**config.mk**
```make
export PLATFORM = sky130hd
export DESIGN_NAME = cus_div
export DESIGN_NICKNAME = d
export VERILOG_FILES = /design/src/design/cus_pkg.sv /design/src/design/cus_div.sv
export SDC_FILE = /design/constraint.sdc
export NUM_CORES = 2
export LEC_CHECK = 0
export ABC_AREA = 0
export BUFFER_PORTS_ARGS = -buffer_cell sky130_fd_sc_hd__buf_2
export CAP_MARGIN = 5
export CORE_MARGIN = 4
export CORE_UTILIZATION = 45
export DETAILED_ROUTE_END_ITERATION = 6
export SLEW_MARGIN = 40
export SYNTH_ARGS = -nofsm -noshare
export SYNTH_HDL_FRONTEND = slang
export SYNTH_SLANG_ARGS = --single-unit
```
**constraint.sdc**
```tcl
create_clock -name i_clk -period 5.3 [get_ports i_clk]
set_input_delay 0 -clock i_clk [delete_from_list [all_inputs] [get_ports i_clk]]
set_output_delay 0 -clock i_clk [all_outputs]
set_load 0.03 [all_outputs]
```
**src/design/cus_pkg.sv**
```systemverilog
// Package for the complex unit sign block.
// Holds the fixed datapath widths, the unit constant and the sideband type.
// Used by every module of the block; depends on nothing.
`default_nettype none

package cus_pkg;

    localparam int SAMPLE_WIDTH_DEF = 16;

    localparam int MAG_W  = 16;
    localparam int SQ_W   = 2 * MAG_W;
    localparam int SUM_W  = SQ_W + 1;
    localparam int QUO_W  = MAG_W + MAG_W - 1;
    localparam int ROOT_W = MAG_W;
    localparam int OUT_W  = 16;

    localparam int LANE_STAGES = QUO_W + ROOT_W;
    localparam int OUT_TDATA_W = 2 * OUT_W;

    localparam logic signed [OUT_W-1:0] Q_ONE = OUT_W'(16384);

    typedef struct packed {
        logic neg_r;
        logic neg_i;
        logic zero;
    } t_side;

endpackage

`default_nettype wire

```
**src/design/cus_div.sv**
```systemverilog
// Pipelined restoring divider: floor(num * 2^30 / den), one quotient bit per stage.
// Requires num <= den; uses cus_pkg.
`default_nettype none

module cus_div (
    input  wire logic                        i_clk,
    input  wire logic                        i_ce,
    input  wire logic [cus_pkg::SQ_W-1:0]    i_num,
    input  wire logic [cus_pkg::SUM_W-1:0]   i_den,
    output logic [cus_pkg::QUO_W-1:0]        o_quo
);

    localparam int SUM_W = cus_pkg::SUM_W;
    localparam int QUO_W = cus_pkg::QUO_W;

    logic [SUM_W-1:0] r_rem [QUO_W];
    logic [SUM_W-1:0] r_den [QUO_W];
    logic [QUO_W-1:0] r_quo [QUO_W];

    for (genvar g = 0; g < QUO_W; g++) begin : g_stage
        logic [SUM_W:0]   n_trial;
        logic [SUM_W-1:0] src_den;
        logic [QUO_W-1:0] src_quo;
        logic             n_bit;
        logic [SUM_W-1:0] n_rem;

        if (g == 0) begin : g_first
            assign n_trial = (SUM_W + 1)'(i_num);
            assign src_den = i_den;
            assign src_quo = '0;
        end else begin : g_next
            assign n_trial = {r_rem[g-1], 1'b0};
            assign src_den = r_den[g-1];
            assign src_quo = r_quo[g-1];
        end

        assign n_bit = n_trial >= {1'b0, src_den};
        assign n_rem = n_bit ? SUM_W'(n_trial - {1'b0, src_den}) : SUM_W'(n_trial);

        always_ff @(posedge i_clk) begin
            if (i_ce) begin
                r_rem[g] <= n_rem;
                r_den[g] <= src_den;
                r_quo[g] <= {src_quo[QUO_W-2:0], n_bit};
            end
        end
    end

    assign o_quo = r_quo[QUO_W-1];

endmodule

`default_nettype wire

```
; ---- Word-level counts from Yosys, hierarchy flattened
; Memory sizes are Yosys's and may differ from the RTL's.
; Index checks and enable logic that the tools add are counted.
[totals]
output_inout_bits = 31
rom_bits = 0
mem_count = 3
reg_bits = 0
ram_bits = 3007
in_bits = 67
latchBits = 0
[classes]
div_mod_pow = 0
bitwise_logic = 0
reduce_logical = 0
addsub = 31
n_mul = 0
n_lt_le_gt_ge = 31
eq_ne = 0
shift = 0
n_mux = 33
[mem_list]
columns = name, depth, width, read_ports, rd_clocked_by_memory_dff, write_ports, line
row1 = r_den, 31, 33, 30, 0, 31, cus_div.sv:17  ; logic [SUM_W-1:0] r_den [QUO_W];
row2 = r_rem, 31, 33, 30, 0, 31, cus_div.sv:16  ; logic [SUM_W-1:0] r_rem [QUO_W];
row3 = r_quo, 31, 31, 31, 0, 31, cus_div.sv:18  ; logic [QUO_W-1:0] r_quo [QUO_W];
[ops]
columns = operator, count
row1 = $mux 33, 31
row2 = $ge 34x33->1, 30
row3 = $sub 33x33->33, 30
row4 = $ge 32x33->1, 1
row5 = $sub 32x33->33, 1
row6 = $mux 1, 2

; ---- Depth between registers and ports, before layout
; An unclocked memory read counts as a cell.
[depth]
depth_word = 3
mapped_depth = 17
mapped_depth_nobuf = 15

; ---- Worst setup path before layout
; Ideal clock, no wire load.
[synth_path]
path_type = register -> register
startpoint = mem r_den[3][0] (netlist name)
endpoint = mem r_rem[3][38] (netlist name) (data pin)
required_time_ns = 5.040
setup_slack_ns = 1.714
arrival_time_ns = 3.326
path_buffers = 2
synth_period_minus_slack_ns = 3.586
path_stages_with_launch = 16
path_cell_list = edfxtp_1 fa_1 nand2b_1 a211oi_1 nor3_2 o21ai_1 a41o_1 a31oi_4 o21a_1 o21ai_1 a21oi_2 o211ai_1 a211o_1 buf_2 buf_6 mux2_2
[synth_lines]
columns = item, line
row1 = from (decl), cus_div.sv:17
row2 = to (decl), cus_div.sv:16

==> run summary <==
The worst setup path is launched from a register. The worst hold path was traced through 4 stages. Derived from the worst setup path, the maximum achievable clock frequency is 0.217 GHz.

Counting flops and latches in the post-synthesis netlist gives 2476. Traced cell by cell, the critical path runs through ha_1 > a211oi_1 > nor2_1 > a211oi_1 > o221ai_1 > a21oi_1 > o21ai_1 > o211ai_1 > a211oi_1 > a2111oi_0 > o21bai_4 > buf_16 > buf_4 > o21ai_0. TritonCTS built the clock tree. Worst max-slew margin expressed relative to the limit: 0.426. For this design the ratio of total power to cell area is 628 nW/um2.

Yosys mapped a number of flops with a built-in enable equal to 2476. The average cell area after synthesis is 11.2 um2, and the overall die height is 560 um. The total overflow left after global routing is 0. The arrival time at the worst endpoint is 5.21 ns, and the final count of pins violating max slew is 0.

In the final timing run, aggregate negative setup slack is 0 ns. The run gives 5.91 ns as the critical path data required time. The fraction of layout instances using a drive strength above 1 is 0.0784, and the total nets after synthesis is 13300. The count of distinct cell types in the synthesized netlist is 94, and the detailed placement HPWL is 245000 um.

The worst hold path belongs to the class primary input to register. Number of post-CTS setup repair buffers: 0. Dominant combinational cell family by area after synthesis: compound AO/OA/AOI/OAI gates. The top cell types in the final layout, fill and taps aside, are edfxtp_1 (2476), inv_1 (1240), a21oi_1 (1089). The count of clock tree sinks is 2476, and the total cell area at the placement stage is 143000 um2.

The share of synthesized cell area in full adder, half adder and majority cells was 0.0976. The clock transition at the registers of the reported paths works out to 0.06 ns. The type of the setup path with the least slack is register to register.

For this run, the post-layout net count is 13600. The slowest stage of the critical path is the a211oi_1 cell. The total of buffers placed on input and output ports is 97, and the total via count after detailed routing is 92500. In this run the cell area of the synthesized design comes to 137000 um2. The flow ran to the end, and the final reports show no timing, DRC or antenna violations.

The fraction of registers with async set or reset after synthesis works out to 0. The final clock skew is 0.0405 ns, and the CTS buffer count is 286. Yosys printed 0 warnings.

The last weighted congestion value of the routability-driven placer was 0.920. The most common library cell in the layout ignoring fill and taps is edfxtp_1. The run gives 0.452 as the starting density of the core. The cell repeated most along the worst path was a211oi_1.

After clock tree synthesis, the repair step resized 0 gates. In the final routed layout, each cell accounts on average for 19.6 um. The floorplan row count was 202. The number of global-route vias before repair is 91600, and the number of iterations in the first detailed-routing pass is 7.

The run gives 16100 as the cell total after placement. Setup repair after global routing left no endpoint under its margin. The run gives 96.5 mW as the power consumption. Setup violations remaining at the end of the flow were counted as 0.

The shortest period the worst path allows is 4.60 ns, and the total of hold buffers inserted after clock tree synthesis is 136. The remaining design rule violation count is 0. In the routed layout, each cell is associated on average with a via count of 5.53. The kind of end point of the critical path is a register. The worst register-to-register path has a setup slack of 0.70 ns. The root buffer cell was clkbuf_16.

In the synthesized netlist the dominant register cell turns out to be edfxtp_1. The simple-gate share of the synthesized area came out at 0.0878. The post-synthesis compound-gate area fraction was 0.150; the area of the core was 303000 um2. The tools report the worst slack on hold paths as 0.0765 ns.

The worst register-to-register path has a depth of 14. Once layout is complete, the cells apart from fillers number 16700. The run gives 62.5 nW as the cell leakage power.

The first-pass GRT wire length is 512000 um, and the biggest fanout along the worst timing path is 25. The finished cells cover 154000 um2. The reported max-cap violation count is 0, and the pin count of the biggest net entering global routing is 167. The number of antenna violations at the first check in global routing is 1, and the floorplan die area is 314000 um2. The tools report the count of mapped cells out of synthesis as 12200. The floorplan step set the die width to 560 um. The logs give 0.203 for the total global routing track utilization and 0.507 for the core occupancy in the finished layout.

The detailed router finished its first iteration with 6846 violations. The worst voltage drop across the vdd grid was 293 uV. The tools report the latest clock arrival within the worst-skew pair as 0.88 ns. The worst path meets setup with 0.699 ns of slack.

For the pin with the worst max-slew slack, the measured transition is 0.840 ns. The number of filler instances in the final layout was 26600; the hold violation count in the final report was 0. The maximum number of buffers from clock root to sink came out at 4.

The H-tree generated during clock tree synthesis spans 5 levels. For the I/O pin count, the log shows 98. The logs give 0.542 for the portion of the post-synthesis area used by sequential elements and 0.635 ns for the worst slack after detailed placement. The area added between synthesis and finish works out to 12.2%. Once detail routing completed, the nets flagged for antenna violations numbered 0. The share of the clock period used by the worst path is 0.868. The xor/xnor cell area share of the yosys netlist works out to 0.0552.

For this block, the routed nets add up to 328000 um of wire. The largest single stage delay on the critical path is 0.58 ns. The multiplexer fraction of the synthesized cell area was 0.0237.
-- metal layers --
| metal | part of all wire | track usage |
|---|---|---|
| met5 | 0 | 0 |
| met4 | 0.033 | 0.0657 |
| met3 | 0.037 | 0.0199 |
| met2 | 0.51 | 0.372 |
| met1 | 0.42 | 0.249 |
-- synth_stat cells (all sizes together) (27+ instances only) --
| master | number | area, um2 |
|---|---|---|
| o21ai | 977 | 4890 |
| xnor2 | 492 | 4310 |
| a21o | 475 | 3570 |
| and2 | 49 | 307 |
| nand2 | 937 | 3520 |
| fa | 30 | 601 |
| nor3 | 111 | 561 |
| nor2b | 119 | 744 |
| o31a | 28 | 245 |
| or3 | 29 | 181 |
| a31oi | 102 | 672 |
| inv | 1240 | 4650 |
| o211ai | 45 | 338 |
| a21oi | 1094 | 5490 |
| nand2b | 161 | 1010 |
| o21a | 95 | 713 |
| a211oi | 87 | 678 |
| xor2 | 372 | 3260 |
| or2 | 27 | 169 |
| and3 | 87 | 544 |
| mux2 | 281 | 3160 |
| o21bai | 124 | 938 |
| clkbuf | 233 | 876 |
| o31ai | 66 | 505 |
| nand3 | 186 | 931 |
| edfxtp | 2476 | 74400 |
| ha | 1021 | 12800 |
| buf | 70 | 363 |
| nor2 | 672 | 2520 |
| nand4 | 137 | 857 |
-- worst max-delay path: cells and delay by family (launching register included) --
family	cells	cell delay [ns]
buffers and inverters	2	0.46
AND/OR/NAND/NOR	1	0.08
flip-flops	1	0.39
adder cells (fa/ha/maj)	1	0.39
AO/OA/AOI/OAI	10	3.00
-- cell families (layout without fill, tap and decap cells) --
group,count (synthesis),in the layout
xor gates and xnor gates,864,864
muxes,289,289
other,0,1
buffers and inverters,1543,2089
AOI/OAI and AO/OA,3375,3375
DFF,2476,2476
and+or+nand+nor,2604,2604
adders and majority gates,1051,1051
-- flip-flops by register name, summed over array words and instances (netlist names) --
| signal | flops |
|---|---|
| r_den | 990 |
| r_quo | 496 |
| r_rem | 990 |
-- layout make-up --
class | count | area (um2) | area share
sequential | 2476 | 74400 | 0.484
multi-input combinational | 8183 | 57000 | 0.371
clock buffer | 341 | 7620 | 0.0495
tap | 3978 | 4980 | 0.0324
inverter | 1240 | 4650 | 0.0303
timing repair buffer | 336 | 3020 | 0.0196
clock inverter | 172 | 2110 | 0.0137
antenna | 1 | 2.50 | 0.0000163
-- power breakdown --
part           internal, mW  total [mW]  switching, mW
Sequential             29.3        33.0           3.62
Combinational          18.5        43.2           24.7
Clock                  12.4        20.3           7.99
Total                  60.2        96.5           36.3
-- final timing paths --
path                         start                endpoint
min reg2reg  r_quo[1][1]$_DFFE_PP_  r_quo[1][33]$_DFFE_PP_
max reg2reg  r_rem[6][4]$_DFFE_PP_  r_rem[6][39]$_DFFE_PP_
max          r_rem[6][4]$_DFFE_PP_  r_rem[6][39]$_DFFE_PP_
min                      i_num[18]  r_rem[0][18]$_DFFE_PP_
No activity file was read; power rests on OpenSTA's default activity.
