`config.mk`:
```
export PLATFORM = sky130hd
export DESIGN_NAME = cus_sqrt
export DESIGN_NICKNAME = d
export VERILOG_FILES = /design/src/design/cus_pkg.sv /design/src/design/cus_sqrt.sv
export SDC_FILE = /design/constraint.sdc
export NUM_CORES = 1
export LEC_CHECK = 0
export BUFFER_PORTS_ARGS = -buffer_cell sky130_fd_sc_hd__buf_2
export CELL_PAD_IN_SITES_DETAIL_PLACEMENT = 2
export CELL_PAD_IN_SITES_GLOBAL_PLACEMENT = 2
export CORE_UTILIZATION = 45
export CTS_CLUSTER_SIZE = 40
export DETAILED_ROUTE_END_ITERATION = 8
export GPL_TIMING_DRIVEN = 0
export PLACE_DENSITY = 0.83
export SYNTH_ARGS = -nofsm -noshare
export SYNTH_HDL_FRONTEND = slang
export SYNTH_SLANG_ARGS = --single-unit
```
`constraint.sdc`:
```
create_clock -name i_clk -period 3.6 [get_ports i_clk]
set_clock_uncertainty 0.1 [all_clocks]
set_input_delay 0.36 -clock i_clk [delete_from_list [all_inputs] [get_ports i_clk]]
set_output_delay 0.36 -clock i_clk [all_outputs]
set_load 0.05 [all_outputs]
```
`src/design/cus_pkg.sv`:
```
// Package for the complex unit sign block.
// Holds the fixed datapath widths, the unit constant and the sideband type.
// Used by every module of the block; depends on nothing.
`default_nettype none

package cus_pkg;

    localparam int SAMPLE_WIDTH_DEF = 16;

    localparam int MAG_W  = 16;
    localparam int SQ_W   = 2 * MAG_W;
    localparam int SUM_W  = SQ_W + 1;
    localparam int QUO_W  = MAG_W + MAG_W - 1;
    localparam int ROOT_W = MAG_W;
    localparam int OUT_W  = 16;

    localparam int LANE_STAGES = QUO_W + ROOT_W;
    localparam int OUT_TDATA_W = 2 * OUT_W;

    localparam logic signed [OUT_W-1:0] Q_ONE = OUT_W'(16384);

    typedef struct packed {
        logic neg_r;
        logic neg_i;
        logic zero;
    } t_side;

endpackage

`default_nettype wire

```
`src/design/cus_sqrt.sv`:
```
// Pipelined integer square root, one root bit per stage, most significant first.
// Uses cus_pkg.
`default_nettype none

module cus_sqrt (
    input  wire logic                         i_clk,
    input  wire logic                         i_ce,
    input  wire logic [cus_pkg::QUO_W-1:0]    i_rad,
    output logic [cus_pkg::ROOT_W-1:0]        o_root
);

    localparam int QUO_W  = cus_pkg::QUO_W;
    localparam int ROOT_W = cus_pkg::ROOT_W;
    localparam int TST_W  = 2 * ROOT_W + 1;

    logic [QUO_W-1:0]  r_rem  [ROOT_W];
    logic [ROOT_W-1:0] r_root [ROOT_W];

    for (genvar g = 0; g < ROOT_W; g++) begin : g_stage
        localparam int B = ROOT_W - 1 - g;

        logic [QUO_W-1:0]  src_rem;
        logic [ROOT_W-1:0] src_root;
        logic [TST_W-1:0]  n_test;
        logic              n_bit;

        if (g == 0) begin : g_first
            assign src_rem  = i_rad;
            assign src_root = '0;
        end else begin : g_next
            assign src_rem  = r_rem[g-1];
            assign src_root = r_root[g-1];
        end

        assign n_test = (TST_W'(src_root) << (B + 1)) + (TST_W'(1) << (2 * B));
        assign n_bit  = TST_W'(src_rem) >= n_test;

        always_ff @(posedge i_clk) begin
            if (i_ce) begin
                r_rem[g]  <= n_bit ? QUO_W'(TST_W'(src_rem) - n_test) : src_rem;
                r_root[g] <= n_bit ? (src_root | (ROOT_W'(1) << B)) : src_root;
            end
        end
    end

    assign o_root = r_root[ROOT_W-1];

endmodule

`default_nettype wire

```
# Word-level counts from Yosys, hierarchy flattened
# Memories as Yosys holds them, arrays and structs flattened.
# Index checks and enable logic that the tools add are counted.
# Widths: inputs -> output; s select.
[totals]
ram_bits = 752
register_bits = 0
inputBits = 33
romBits = 0
memories = 2
latchBits = 0
word_cells = 83
out_inout_bits = 16
[op_classes]
n_eq_ne = 0
n_bitwise = 0
reduce_logical = 0
add_sub_neg = 31
shifts = 0
n_mux = 34
n_lt_le_gt_ge = 16
n_mul = 0
div = 0
[mem_list]
columns = ["memory", "depth", "width", "read_ports", "rd_clocked_by_memory_dff", "wr", "line", "text"]
rows = [
  ["r_rem", 16, 31, 15, 0, 16, "cus_sqrt.sv:16", "logic [QUO_W-1:0] r_rem [ROOT_W];"],
  ["r_root", 16, 16, 16, 0, 16, "cus_sqrt.sv:17", "logic [ROOT_W-1:0] r_root [ROOT_W];"],
]
[op_table]
columns = ["operator", "n"]
rows = [
  ["$mux 31", 16],
  ["$sub 31x31->31", 2],
  ["$add 31x29->32 const B", 1],
  ["$ge 31x32->1", 1],
  ["$add 30x27->31 const B", 1],
  ["$ge 31x18->1", 1],
  ["$ge 31x19->1", 1],
  ["$ge 31x20->1", 1],
  ["$ge 31x21->1", 1],
  ["$ge 31x22->1", 1],
  ["$ge 31x23->1", 1],
  ["$ge 31x24->1", 1],
  ["$ge 31x25->1", 1],
  ["$ge 31x26->1", 1],
  ["$ge 31x27->1", 1],
  ["$ge 31x28->1", 1],
  ["$ge 31x29->1", 1],
  ["$ge 31x30->1", 1],
  ["$ge 31x31->1", 1],
  ["$ge 31x31->1 const B", 1],
  ["$sub 31x18->31", 1],
  ["$sub 31x19->31", 1],
  ["$sub 31x20->31", 1],
  ["$sub 31x21->31", 1],
  ["other kinds (39)", 41],
]

# Depth between registers and ports, before layout
# An unclocked memory read counts as a cell.
[depth]
word_depth = 4
ltp_mapped = 12
depth_no_buf = 10

# Least setup slack after synthesis
# Ideal clock, no wire load.
[synth_timing]
path_type = "reg-to-reg"
start = "memory r_rem[1][177] in the netlist's numbering"
end = "memory r_rem[1][198] in the netlist's numbering, data pin"
n_path_buf = 1
synth_period_minus_slack_ns = 3.221
arrival_ns = 2.861
required_time_ns = 3.240
setup_slack_ns = 0.379
setup_ns = 0.260
stages_incl_launch_ff = 8
cell_sequence = "edfxtp_1 > or4_4 > or4_1 > or3_1 > a2111o_1 > a41oi_2 > buf_6 > mux2_2"
[synth_lines]
columns = ["item", "line"]
rows = [
  ["start, declared", "cus_sqrt.sv:16"],
]

==> impl_metrics.py <==
metrics = {
    "status": {
        "status": "finished with violations",
        "violations": "negative setup slack",
    },
    "logic_synthesis": {
        "avgSynthCellArea_sq_um": 13.1,
        "synth_cell_type_count": 69,
        "synth_area_leaders": "edfxtp_1, ha_1, xnor2_1",
        "yosys.area.top_type": "edfxtp_1",
        "async_flop_share_pct": 0,
        "synthMuxAreaShare_pct": 1.06,
        "ys.warnings.count": 0,
        "synth_seq_area_share_pct": 63.8,
        "netlist_area_sq_um": 28300,
        "synth-seq-cells": 601,
        "synthCells": 2164,
        "synth_edf_count": 601,
        "synth_xor_area_share_pct": 5.30,
        "ys.flop_type": "edfxtp_1",
        "synthSimpleGateAreaFrac_pct": 10.7,
        "syn_nets": 2346,
        "synth_top_family_by_area": "simple AND/OR/NAND/NOR gates",
        "synth.top_cell.area_share_pct": 63.8,
        "synth-compound-area-share_pct": 9.45,
        "synthAdderAreaFrac_pct": 6.62,
    },
    "floorplan": {
        "die_y_um": 253,
        "die_w_um": 253,
        "start_util_pct": 45.6,
        "rows": 91,
        "fp.coreArea_sq_um": 61900,
        "ios": 49,
        "die-area_sq_um": 63800,
    },
    "place": {
        "postPlaceCellArea_sq_um": 29700,
        "portBuffers": 47,
        "globalplace.congestion": 0.849,
        "dp_hpwl_um": 64800,
    },
    "global_route": {
        "grt_pass1_wl_um": 152000,
        "grt_max_degree": 136,
        "grt.total_usage_pct": 32.8,
        "antenna_found_initial": 0,
        "grt-ovfl-total": 0,
        "grt_pass1_vias": 22367,
    },
    "clock_network": {
        "clockRootBuffer": "clkbuf_16",
        "cts.sinks": 601,
        "ctsLongestPathBuffers": 3,
        "htreeDepth": 3,
        "path_clk_slew_ns": 0.08,
        "cts_tree": "done",
        "numCtsBuffers": 67,
        "clk-insertion-delay-late_ns": 0.67,
    },
    "route": {
        "vias": 19802,
        "drtAntennaViolNets": 0,
        "viasPerCell": 6.16,
        "drcViolationCount": 0,
        "routedWlPerCell_um": 32.3,
        "firstDrtPassIters": 7,
        "routed_wl_um": 104000,
        "drt_iter0_drc": 1509,
    },
    "timing": {
        "fin_crit_sh_pct": 102,
        "setup_ws_ns": -0.0889,
        "fin_crit_ns": 3.69,
        "slew_violations": 0,
        "tightest_slew_ns": 1.12,
        "hold_viol": 0,
        "slew_headroom_pct": 24.7,
        "max_freq_ghz": 0.271,
        "finalSetupViolCount": 5,
    },
    "min_path": {
        "hold_path_class": "primary input to flip-flop",
    },
    "power": {
        "leakage_nw": 12.3,
        "irDropWorstVdd_uv": 616,
        "power_mw": 20.9,
        "powerDensity_nw_per_um2": 644,
    },
    "setup_path": {
        "crit_arrival_ns": 4.00,
        "path_max_fanout": 10,
        "endpoint_kind": "flip-flop",
        "critPathRequiredTime_ns": 3.91,
        "crit_path_start_kind": "flip-flop",
        "crit_type": "flip-flop to flip-flop",
    },
    "run": {
        "maxCapViolations": 0,
    },
    "final_layout": {
        "fin_util_pct": 52.5,
        "nNetsFinal": 2508,
        "insertedDiodeCount": 0,
        "fin_area_sq_um": 32500,
        "drive_above_1_share_pct": 10.1,
        "syn_to_final_growth_pct": 15.0,
    },
}
[cell type report]
type | count | area (sq um)
Sequential cell | 601 | 18000
Clock buffer | 82 | 1730
Tap cell | 837 | 1050
Inverter | 186 | 698
Buffer | 30 | 166
Timing Repair Buffer | 94 | 756
Fill cell | 5700 | 29400
Multi-Input combinational cell | 1346 | 9640
Clock inverter | 39 | 420
[worst max-delay path, stage by stage, from the launching register on]
cell and delay (ns):
edfxtp_1 0.50, ha_1 0.43, o21a_1 0.18, o21a_1 0.21, o21a_1 0.22, o21ai_0 0.75, o21bai_1 0.30, clkbuf_2 0.31
a21oi_1 0.43
[registers in the layout (all words and copies together) (netlist names)]
signal / count
r_rem: 465
r_root: 136
[logic make-up (layout without fill, tap and decap cells)]
group                    count (synthesis)  count (layout)
XOR/XNOR                               171             171
flip-flops                             601             601
AO/OA/AOI/OAI                          416             416
AND/OR/NAND/NOR                        582             582
multiplexers                            27              27
buffers and inverters                  217             431
other                                    1               1
adder cells (fa/ha/maj)                149             149
[cell usage after synthesis (18+ instances only)]
cell / n
inv_1: 186
nand2b_1: 18
a21oi_1: 109
ha_1: 148
a211oi_1: 19
nand3_1: 27
nand4_1: 23
clkbuf_1: 23
o31ai_1: 18
mux2_2: 24
a21o_1: 34
or4_1: 18
o21ai_0: 99
o21a_1: 45
xnor2_1: 87
nor4_1: 67
xor2_1: 84
nor3_1: 64
nor2_1: 145
nand2_1: 107
edfxtp_1: 601
or3_1: 24
[metal layers]
metal / track usage, % / part of all wire, % / vias up
met2: 61.4 / 54 / 771
met4: 23.2 / 7.7 / 0
met5: 0 / 0 / -
li1: - / - / 8471
met3: 5.39 / 4.3 / 385
met1: 32.8 / 34 / 10175
[placed cells by master, fill, tap and decap left out, types with 11 or more instances in the layout]
cell           instances
edfxtp_1             601
inv_1                186
ha_1                 147
nor2_1               144
a21oi_1              107
nand2_1              106
o21ai_0               92
xnor2_1               87
xor2_1                84
clkbuf_16             67
nor4_1                64
nor3_1                63
buf_2                 47
o21a_1                45
a21o_1                34
dlygate4sd3_1         31
nand3_1               27
clkbuf_1              25
mux2_2                24
nand4_1               23
or3_1                 22
nand2b_1              18
or4_1                 18
a211oi_1              16
o31ai_1               16
clkinv_1              16
and3_1                14
nor2b_1               14
buf_4                 13
clkbuf_2              12
nor4b_1               11
a21boi_0              11
[power breakdown]
group | total, mW | leakage [nW] | internal [mW] | switching [mW]
Combinational | 4.06 | 5.45 | 1.53 | 2.52
Sequential | 9.76 | 5.76 | 8.88 | 0.886
Clock | 7.12 | 1.04 | 3.86 | 3.26
[path summary, 6_finish.rpt]
kind / slack (ns) / cells after the start / to / from
max: -0.09 / 8 / r_rem[0][147] / r_rem[0][117]
min: 0.11 / 1 / r_rem[0][214] / i_ce
max reg2reg: -0.09 / 8 / r_rem[0][147] / r_rem[0][117]
min reg2reg: 0.35 / 0 / r_root[1][77] / r_root[1][61]
[per-stage QoR]
step / instances / hold WS [ns] / TNS (ns) / setup slack (ns)
final: 3215 / 0.106 / -0.226 / -0.0889
after global routing: 3215 / 0.133 / -0.135 / -0.0652
after CTS: 3207 / 0.126 / 0 / 0.0133
after detailed placement: 3052 / 0.335 / -46.49 / -0.906
after global placement: 3048 / 0.327 / -4018.03 / -6.72
after floorplan: 2164 / 0.317 / 0 / 0.379
[what timing repair did]
action / CTS / global route
resized for setup: 37 / 36
hold buffers: 31 / 0
endpoints found under the hold margin: 31 / 0
endpoints found under the setup margin: 132 / 119
setup buffers: 4 / 8
pin swaps: 2 / 5
(Power assumes the default switching activity.)
