===== src/design/cus_pkg.sv =====
// Package for the complex unit sign block.
// Holds the fixed datapath widths, the unit constant and the sideband type.
// Used by every module of the block; depends on nothing.
`default_nettype none

package cus_pkg;

    localparam int SAMPLE_WIDTH_DEF = 16;

    localparam int MAG_W  = 16;
    localparam int SQ_W   = 2 * MAG_W;
    localparam int SUM_W  = SQ_W + 1;
    localparam int QUO_W  = MAG_W + MAG_W - 1;
    localparam int ROOT_W = MAG_W;
    localparam int OUT_W  = 16;

    localparam int LANE_STAGES = QUO_W + ROOT_W;
    localparam int OUT_TDATA_W = 2 * OUT_W;

    localparam logic signed [OUT_W-1:0] Q_ONE = OUT_W'(16384);

    typedef struct packed {
        logic neg_r;
        logic neg_i;
        logic zero;
    } t_side;

endpackage

`default_nettype wire


===== src/design/cus_prep.sv =====
// Front end: magnitudes, joint normalization to 16 bits, squares and their sum.
// Five register stages; uses cus_pkg.
`default_nettype none

module cus_prep #(
    parameter int SAMPLE_WIDTH = cus_pkg::SAMPLE_WIDTH_DEF
) (
    input  wire logic                           i_clk,
    input  wire logic                           i_rst_n,
    input  wire logic                           i_ce,
    input  wire logic                           i_valid,
    input  wire logic signed [SAMPLE_WIDTH-1:0] i_real,
    input  wire logic signed [SAMPLE_WIDTH-1:0] i_imag,
    output logic                                o_valid,
    output cus_pkg::t_side                      o_side,
    output logic [cus_pkg::SQ_W-1:0]            o_sq_r,
    output logic [cus_pkg::SQ_W-1:0]            o_sq_i,
    output logic [cus_pkg::SUM_W-1:0]           o_sum
);

    localparam int MAG_W  = cus_pkg::MAG_W;
    localparam int SQ_W   = cus_pkg::SQ_W;
    localparam int SUM_W  = cus_pkg::SUM_W;
    localparam int NORM_W = (SAMPLE_WIDTH > MAG_W) ? SAMPLE_WIDTH : MAG_W;
    localparam int SH_MAX = NORM_W - MAG_W;
    localparam int SH_W   = (SH_MAX > 0) ? $clog2(SH_MAX + 1) : 1;

    logic                    r1_vld, r2_vld, r3_vld, r4_vld, r5_vld;
    cus_pkg::t_side          r1_side, r2_side, r3_side, r4_side, r5_side;
    cus_pkg::t_side          n1_side;

    logic [SAMPLE_WIDTH-1:0] n1_mag_r, n1_mag_i;
    logic [SAMPLE_WIDTH-1:0] r1_mag_r, r1_mag_i;
    logic [NORM_W-1:0]       w_or;
    logic [SH_W-1:0]         n2_shift, r2_shift;
    logic [SAMPLE_WIDTH-1:0] r2_mag_r, r2_mag_i;
    logic [MAG_W-1:0]        n3_a_r, n3_a_i, r3_a_r, r3_a_i;
    logic [SQ_W-1:0]         r4_sq_r, r4_sq_i, r5_sq_r, r5_sq_i;
    logic [SUM_W-1:0]        r5_sum;

    assign n1_mag_r = i_real[SAMPLE_WIDTH-1] ? SAMPLE_WIDTH'(-i_real) : SAMPLE_WIDTH'(i_real);
    assign n1_mag_i = i_imag[SAMPLE_WIDTH-1] ? SAMPLE_WIDTH'(-i_imag) : SAMPLE_WIDTH'(i_imag);

    assign n1_side.neg_r = i_real[SAMPLE_WIDTH-1];
    assign n1_side.neg_i = i_imag[SAMPLE_WIDTH-1];
    assign n1_side.zero  = (i_real == '0) && (i_imag == '0);

    assign w_or = NORM_W'(r1_mag_r | r1_mag_i);

    always_comb begin
        n2_shift = '0;
        for (int j = SH_MAX; j >= 0; j--) begin
            if ((w_or >> (j + MAG_W)) == '0) begin
                n2_shift = SH_W'(j);
            end
        end
    end

    assign n3_a_r = MAG_W'(NORM_W'(r2_mag_r) >> r2_shift);
    assign n3_a_i = MAG_W'(NORM_W'(r2_mag_i) >> r2_shift);

    always_ff @(posedge i_clk) begin
        if (!i_rst_n) begin
            r1_vld <= 1'b0;
            r2_vld <= 1'b0;
            r3_vld <= 1'b0;
            r4_vld <= 1'b0;
            r5_vld <= 1'b0;
        end else if (i_ce) begin
            r1_vld <= i_valid;
            r2_vld <= r1_vld;
            r3_vld <= r2_vld;
            r4_vld <= r3_vld;
            r5_vld <= r4_vld;
        end
    end

    always_ff @(posedge i_clk) begin
        if (i_ce) begin
            r1_side  <= n1_side;
            r1_mag_r <= n1_mag_r;
            r1_mag_i <= n1_mag_i;
            r2_side  <= r1_side;
            r2_shift <= n2_shift;
            r2_mag_r <= r1_mag_r;
            r2_mag_i <= r1_mag_i;
            r3_side  <= r2_side;
            r3_a_r   <= n3_a_r;
            r3_a_i   <= n3_a_i;
            r4_side  <= r3_side;
            r4_sq_r  <= SQ_W'(r3_a_r) * SQ_W'(r3_a_r);
            r4_sq_i  <= SQ_W'(r3_a_i) * SQ_W'(r3_a_i);
            r5_side  <= r4_side;
            r5_sq_r  <= r4_sq_r;
            r5_sq_i  <= r4_sq_i;
            r5_sum   <= SUM_W'(r4_sq_r) + SUM_W'(r4_sq_i);
        end
    end

    assign o_valid = r5_vld;
    assign o_side  = r5_side;
    assign o_sq_r  = r5_sq_r;
    assign o_sq_i  = r5_sq_i;
    assign o_sum   = r5_sum;

endmodule

`default_nettype wire


===== config.mk =====
export PLATFORM = sky130hd
export DESIGN_NAME = cus_prep
export DESIGN_NICKNAME = d
export VERILOG_FILES = /design/src/design/cus_pkg.sv /design/src/design/cus_prep.sv
export SDC_FILE = /design/constraint.sdc
export NUM_CORES = 1
export LEC_CHECK = 0
export ABC_AREA = 0
export BUFFER_PORTS_ARGS = -buffer_cell sky130_fd_sc_hd__buf_2
export CORE_MARGIN = 2
export CORE_UTILIZATION = 45
export CTS_CLUSTER_DIAMETER = 50
export CTS_CLUSTER_SIZE = 16
export DETAILED_ROUTE_END_ITERATION = 10
export GPL_TIMING_DRIVEN = 0
export PLACE_DENSITY = 0.69
export SYNTH_ARGS = -nofsm -noshare
export SYNTH_HDL_FRONTEND = slang
export SYNTH_SLANG_ARGS = --single-unit

===== constraint.sdc =====
create_clock -name i_clk -period 7.7 [get_ports i_clk]
set_input_delay 1.155 -clock i_clk [delete_from_list [all_inputs] [get_ports i_clk]]
set_output_delay 1.155 -clock i_clk [all_outputs]
set_load 0.02 [all_outputs]

[Word-level counts from Yosys, hierarchy flattened]
Index checks and enable logic that the tools add are counted.
Operators by class
  divide/modulo/power cells: 0
  eq/ne operators: 0
  reduce and logical (&&, ||, !) cells: 3
  multiplexer cells: 2
  $lt $le $gt $ge: 0
  add/subtract/negate cells: 3
  bitwise gates (word level): 0
  shift-type cells: 0
  multipliers: 2
Operators by type and width (number)
  $mul 16x16->32: 2
  $add 32x32->33: 1
  $logic_not 16->1: 2
  $neg 16->16: 2
  $mux 15: 2
  $logic_and 1x1->1: 1
Word-level totals
  ROM bits: 0
  register bits after elaboration: 277
  memories: 0
  bits in latches: 0
  word-level logic and storage cells: 43
  memory bits (writable): 0
  output and inout port bits: 101

[Longest topological paths before layout]
  word-level depth: 2
  gate-level depth with buffers: 25
  mapped depth without buffers: 23

[Worst setup path before layout]
Ideal clock, no wire load.
  path kind: reg2reg
  from: register r3_a_r[14]
  to: register r4_sq_r[29] (data pin)
  setup slack: 1733 ps
  cell stages (with the launch flop): 23
  data required time: 7436 ps
  arrival: 5704 ps
  library setup time: 264 ps
  clock period less this slack: 5967 ps
  path through: edfxtp_1 clkbuf_1 clkbuf_1 nand2_1 fa_1 fa_1 inv_1 fa_1 fa_1 fa_1 inv_1 fa_1 inv_1 ha_1 clkbuf_1 a21o_1 o21bai_1 a21o_1 a21oi_1 o21a_1 a31oi_1 a221oi_1 xnor2_1
On the way
  cells in the longest elaborated chain, start to end: 1
RTL lines
  start, declared: line cus_prep.sv:37  | logic [MAG_W-1:0] n3_a_r, n3_a_i, r3_a_r, r3_a_i;
  start signal, assigned: line cus_prep.sv:88  | r3_a_r <= n3_a_r;
  $mul 16x16->32: line cus_prep.sv:91  | r4_sq_r <= SQ_W'(r3_a_r) * SQ_W'(r3_a_r);
  end signal, assigned: line cus_prep.sv:91
  end, declared: line cus_prep.sv:38  | logic [SQ_W-1:0] r4_sq_r, r4_sq_i, r5_sq_r, r5_sq_i;
Every way passes these cells.
A chain may end at the register's enable or synchronous reset.

[Worst setup path after layout]
  from: register r3_a_r[4]
  to: register r4_sq_r[29] (data pin)
The elaborated chain is that of the path after synthesis.

==> flow_metrics.py <==
metrics = {
    "synth": {
        "synth_compound_area_frac": 0.06955,
        "avgSynthCellArea_um2": 11.05,
        "synth_top_family_by_area": "adder cells",
        "synthDominantCellAreaShare": 0.3254,
        "yosysWarnings": 0,
        "synthMuxAreaShare": 0.002934,
        "synth-simple-area-share": 0.08316,
        "synth_area_mm2": 0.02473,
        "yosysSeqAreaShare": 0.3294,
        "synth_commonest_cells": "517 x inv_1, 324 x fa_1, 268 x edfxtp_1",
        "synthArstFlopShare": 0,
        "synthXorXnorAreaFrac": 0.04497,
        "synth-edff-count": 268,
        "netlist_instances": 2239,
        "yosysUniqueCellTypes": 66,
        "ys_top_cells_by_area": "edfxtp_1 33%, fa_1 26%, ha_1 12%",
        "synth_ff_type": "edfxtp_1",
        "synth_most_common_cell": "inv_1",
        "synth_top_area_cell": "edfxtp_1",
        "synth_fa_ha_area_frac": 0.3816,
        "synth_seq_cells": 273,
    },
    "place": {
        "routabilityCongestion": 0.8983,
        "port_buffers": 134,
        "dpl.hpwl_um": 43330,
    },
    "status": {
        "outcome": "finished clean",
    },
    "timing": {
        "drv_slew": 0,
        "setup_tns_ns": 0,
        "relSlewSlack": 0.4639,
        "rsz0062_at_grt": "no",
        "setup_viol": 0,
        "finalCriticalPeriod_ns": 7.164,
        "tightestPinTransition_ns": 0.7968,
        "min_period_over_period": 0.9304,
        "finalClockSkew_ns": 0.02734,
        "hold_violations": 0,
        "fmaxAchievable_mhz": 139.6,
    },
    "floorplanning": {
        "ios": 137,
        "die_h_um": 238.5,
        "fp.dieArea_mm2": 0.05686,
        "core.rowCount": 85,
        "dieWidth_um": 238.5,
        "core_mm2": 0.05413,
        "start_util": 0.4569,
    },
    "critical_path": {
        "critPathKind": "reg -> reg",
        "worstSetupStartpointType": "register",
        "endpoint_kind": "register",
        "critPathRequiredTime_ns": 8.01,
        "critPathMaxStageDelay_ns": 0.56,
        "cp.arrival_ns": 7.47,
        "crit_chain": "clkbuf_1 > clkbuf_1 > nand2_1 > fa_1 > inv_1 > fa_1 > ha_1 > inv_1 > fa_1 > fa_1 > inv_1 > fa_1 > ha_1 > a21o_1 > a21o_1 > a211oi_1 > a2bb2oi_1 > o21a_1 > a31oi_1 > a221oi_1 > xnor2_1",
        "reg2reg_slack_ns": 0.54,
        "cp_common_cell": "fa_1",
        "slowest_stage": "fa_1",
        "critPathMaxFanout": 10,
    },
    "clock_tree": {
        "cts_max_path_buffers": 3,
        "tritoncts": "built",
        "cts_buffers": 29,
        "path_clk_slew_ns": 0.07,
        "cts_setup_buffers": 0,
        "clock_latency_ns": 0.57,
        "cts_max_level": 1,
        "cts_sinks": 273,
        "cts-root-buf": "clkbuf_16",
    },
    "run": {
        "drv_cap": 0,
    },
    "drt": {
        "vias": 16010,
        "route.met2.wl_um": 23730,
        "wl_met3_um": 4517,
        "dr.pass1.iters": 5,
        "wl_met1_um": 23020,
        "routed.top_layer": "met5",
        "ant_nets": 0,
        "wirelength_um": 52720,
        "drt_iter0_markers": 937,
        "viasPerCell": 5.126,
        "wl_per_cell_um": 16.88,
        "drc": 0,
    },
    "finish": {
        "multiInputGateArea_mm2": 0.01442,
        "areaGrowthSynthToFinish_pct": 10.40,
        "nFillCells": 4820,
        "seqCellArea_mm2": 0.008148,
        "antenna_cells": 0,
        "nNetsFinal": 3003,
        "layout-drive-gt1-share": 0.08405,
    },
    "global_route": {
        "antenna_found_initial": 1,
        "grt_usage": 0.1919,
        "gr-total-overflow": 0,
        "grt_max_degree": 133,
        "grt_pass1_vias": 16740,
        "grt_pass1_wl_um": 85420,
    },
    "hold_path": {
        "hold_class": "reg -> reg",
    },
}
==> cell type report <==
cell class	count	area share
plain buffers	62	0.008843
clock buffers	34	0.02726
clock inverters	17	0.007698
inverters	517	0.07107
multi-input cells	1388	0.5279
flip-flops and latches	273	0.2984
well taps	696	0.03189
repair buffers	136	0.02694
==> worst paths after layout <==
kind / startpoint / endpoint / depth (start not counted)
worst min register to register: r1_side[0]$_DFFE_PP_ / r2_side[0]$_DFFE_PP_ / 0
worst min-delay path: r1_side[0]$_DFFE_PP_ / r2_side[0]$_DFFE_PP_ / 0
worst max-delay path: r3_a_r[4]$_DFFE_PP_ / r4_sq_r[29]$_DFFE_PP_ / 21
worst max register to register: r3_a_r[4]$_DFFE_PP_ / r4_sq_r[29]$_DFFE_PP_ / 21
==> cell usage in the layout, fill, tap and decap left out, types with 4 or more instances in the layout <==
cell type	count
buf_2	134
and3_1	7
dfxtp_1	5
nand2_1	198
and2_1	80
a31oi_1	9
clkbuf_16	29
clkbuf_1	63
inv_1	517
nand3_1	16
o41ai_1	6
or2_2	6
ha_1	236
nor3_1	9
o21bai_1	13
nand2b_1	8
inv_6	5
a21oi_1	75
nand4_1	13
xnor2_1	90
mux2i_1	5
nor4_1	4
o31ai_1	7
a211oi_1	7
o21a_1	7
nor2_1	60
a31o_2	5
o21ai_0	39
fa_1	324
nor2b_1	18
edfxtp_1	268
xor2_1	37
a21o_1	55
o211ai_1	4
and4_1	5
==> critical path: cells and delay by family (launching register included) <==
family	cells	cell delay, ns
compound gates	7	1.99
xor+xnor	1	0.12
fa+ha+maj	7	3.02
flops	1	0.46
simple gates	1	0.16
buf+inv	5	1.15
==> per-layer routing <==
| metal | vias up | GRT usage |
|---|---|---|
| li1 | 7494 | - |
| met1 | 7927 | 0.2671 |
| met2 | 515 | 0.2993 |
| met3 | 69 | 0.04905 |
| met4 | 2 | 0.05208 |
| met5 | - | 0 |
==> cells by family (layout without fill, tap and decap cells) <==
| kind of cell | Yosys count | after routing |
|---|---|---|
| other | 1 | 2 |
| and+or+nand+nor | 433 | 433 |
| AOI/OAI and AO/OA | 259 | 259 |
| xor gates and xnor gates | 127 | 127 |
| DFF | 273 | 273 |
| buffers and inverters | 579 | 766 |
| adders and majority gates | 560 | 560 |
| muxes | 7 | 7 |
==> flip-flops by register name (all words and copies together) (netlist names) <==
| name | flops |
|---|---|
| o_side | 3 |
| o_sq_i | 31 |
| o_sq_r | 31 |
| o_sum | 33 |
| o_valid | 1 |
| r1_mag_i | 16 |
| r1_mag_r | 16 |
| r1_side | 3 |
| r1_vld | 1 |
| r2_mag_i | 16 |
| r2_mag_r | 16 |
| r2_side | 3 |
| r2_vld | 1 |
| r3_a_i | 16 |
| r3_a_r | 16 |
| r3_side | 3 |
| r3_vld | 1 |
| r4_side | 3 |
| r4_sq_i | 31 |
| r4_sq_r | 31 |
| r4_vld | 1 |
==> per-stage QoR <==
step | cell area, um^2 | instances | util | setup slack, ns | hold slack, ns
after floorplan | 24740 | 2240 | - | 1.733 | 0.4003
after global routing | 27310 | 3123 | 0.5044 | 0.1158 | 0.4053
after detailed placement | 26350 | 3072 | 0.4867 | 0.4436 | 0.4045
after CTS | 27300 | 3123 | 0.5043 | 0.3901 | 0.4144
final | 27310 | 3123 | 0.5044 | 0.5359 | 0.4112
after global placement | 26280 | 3070 | 0.4855 | 0.4626 | 0.4013
==> what timing repair did <==
action	CTS	global route
resized for setup	0	1
hold buffers	0	0
hold endpoints to repair	0	0
endpoints found under the setup margin	0	2
Power is left out: the tool's default activity adds up to more than one toggle a clock period on the data nets, which glitch-free logic cannot reach.
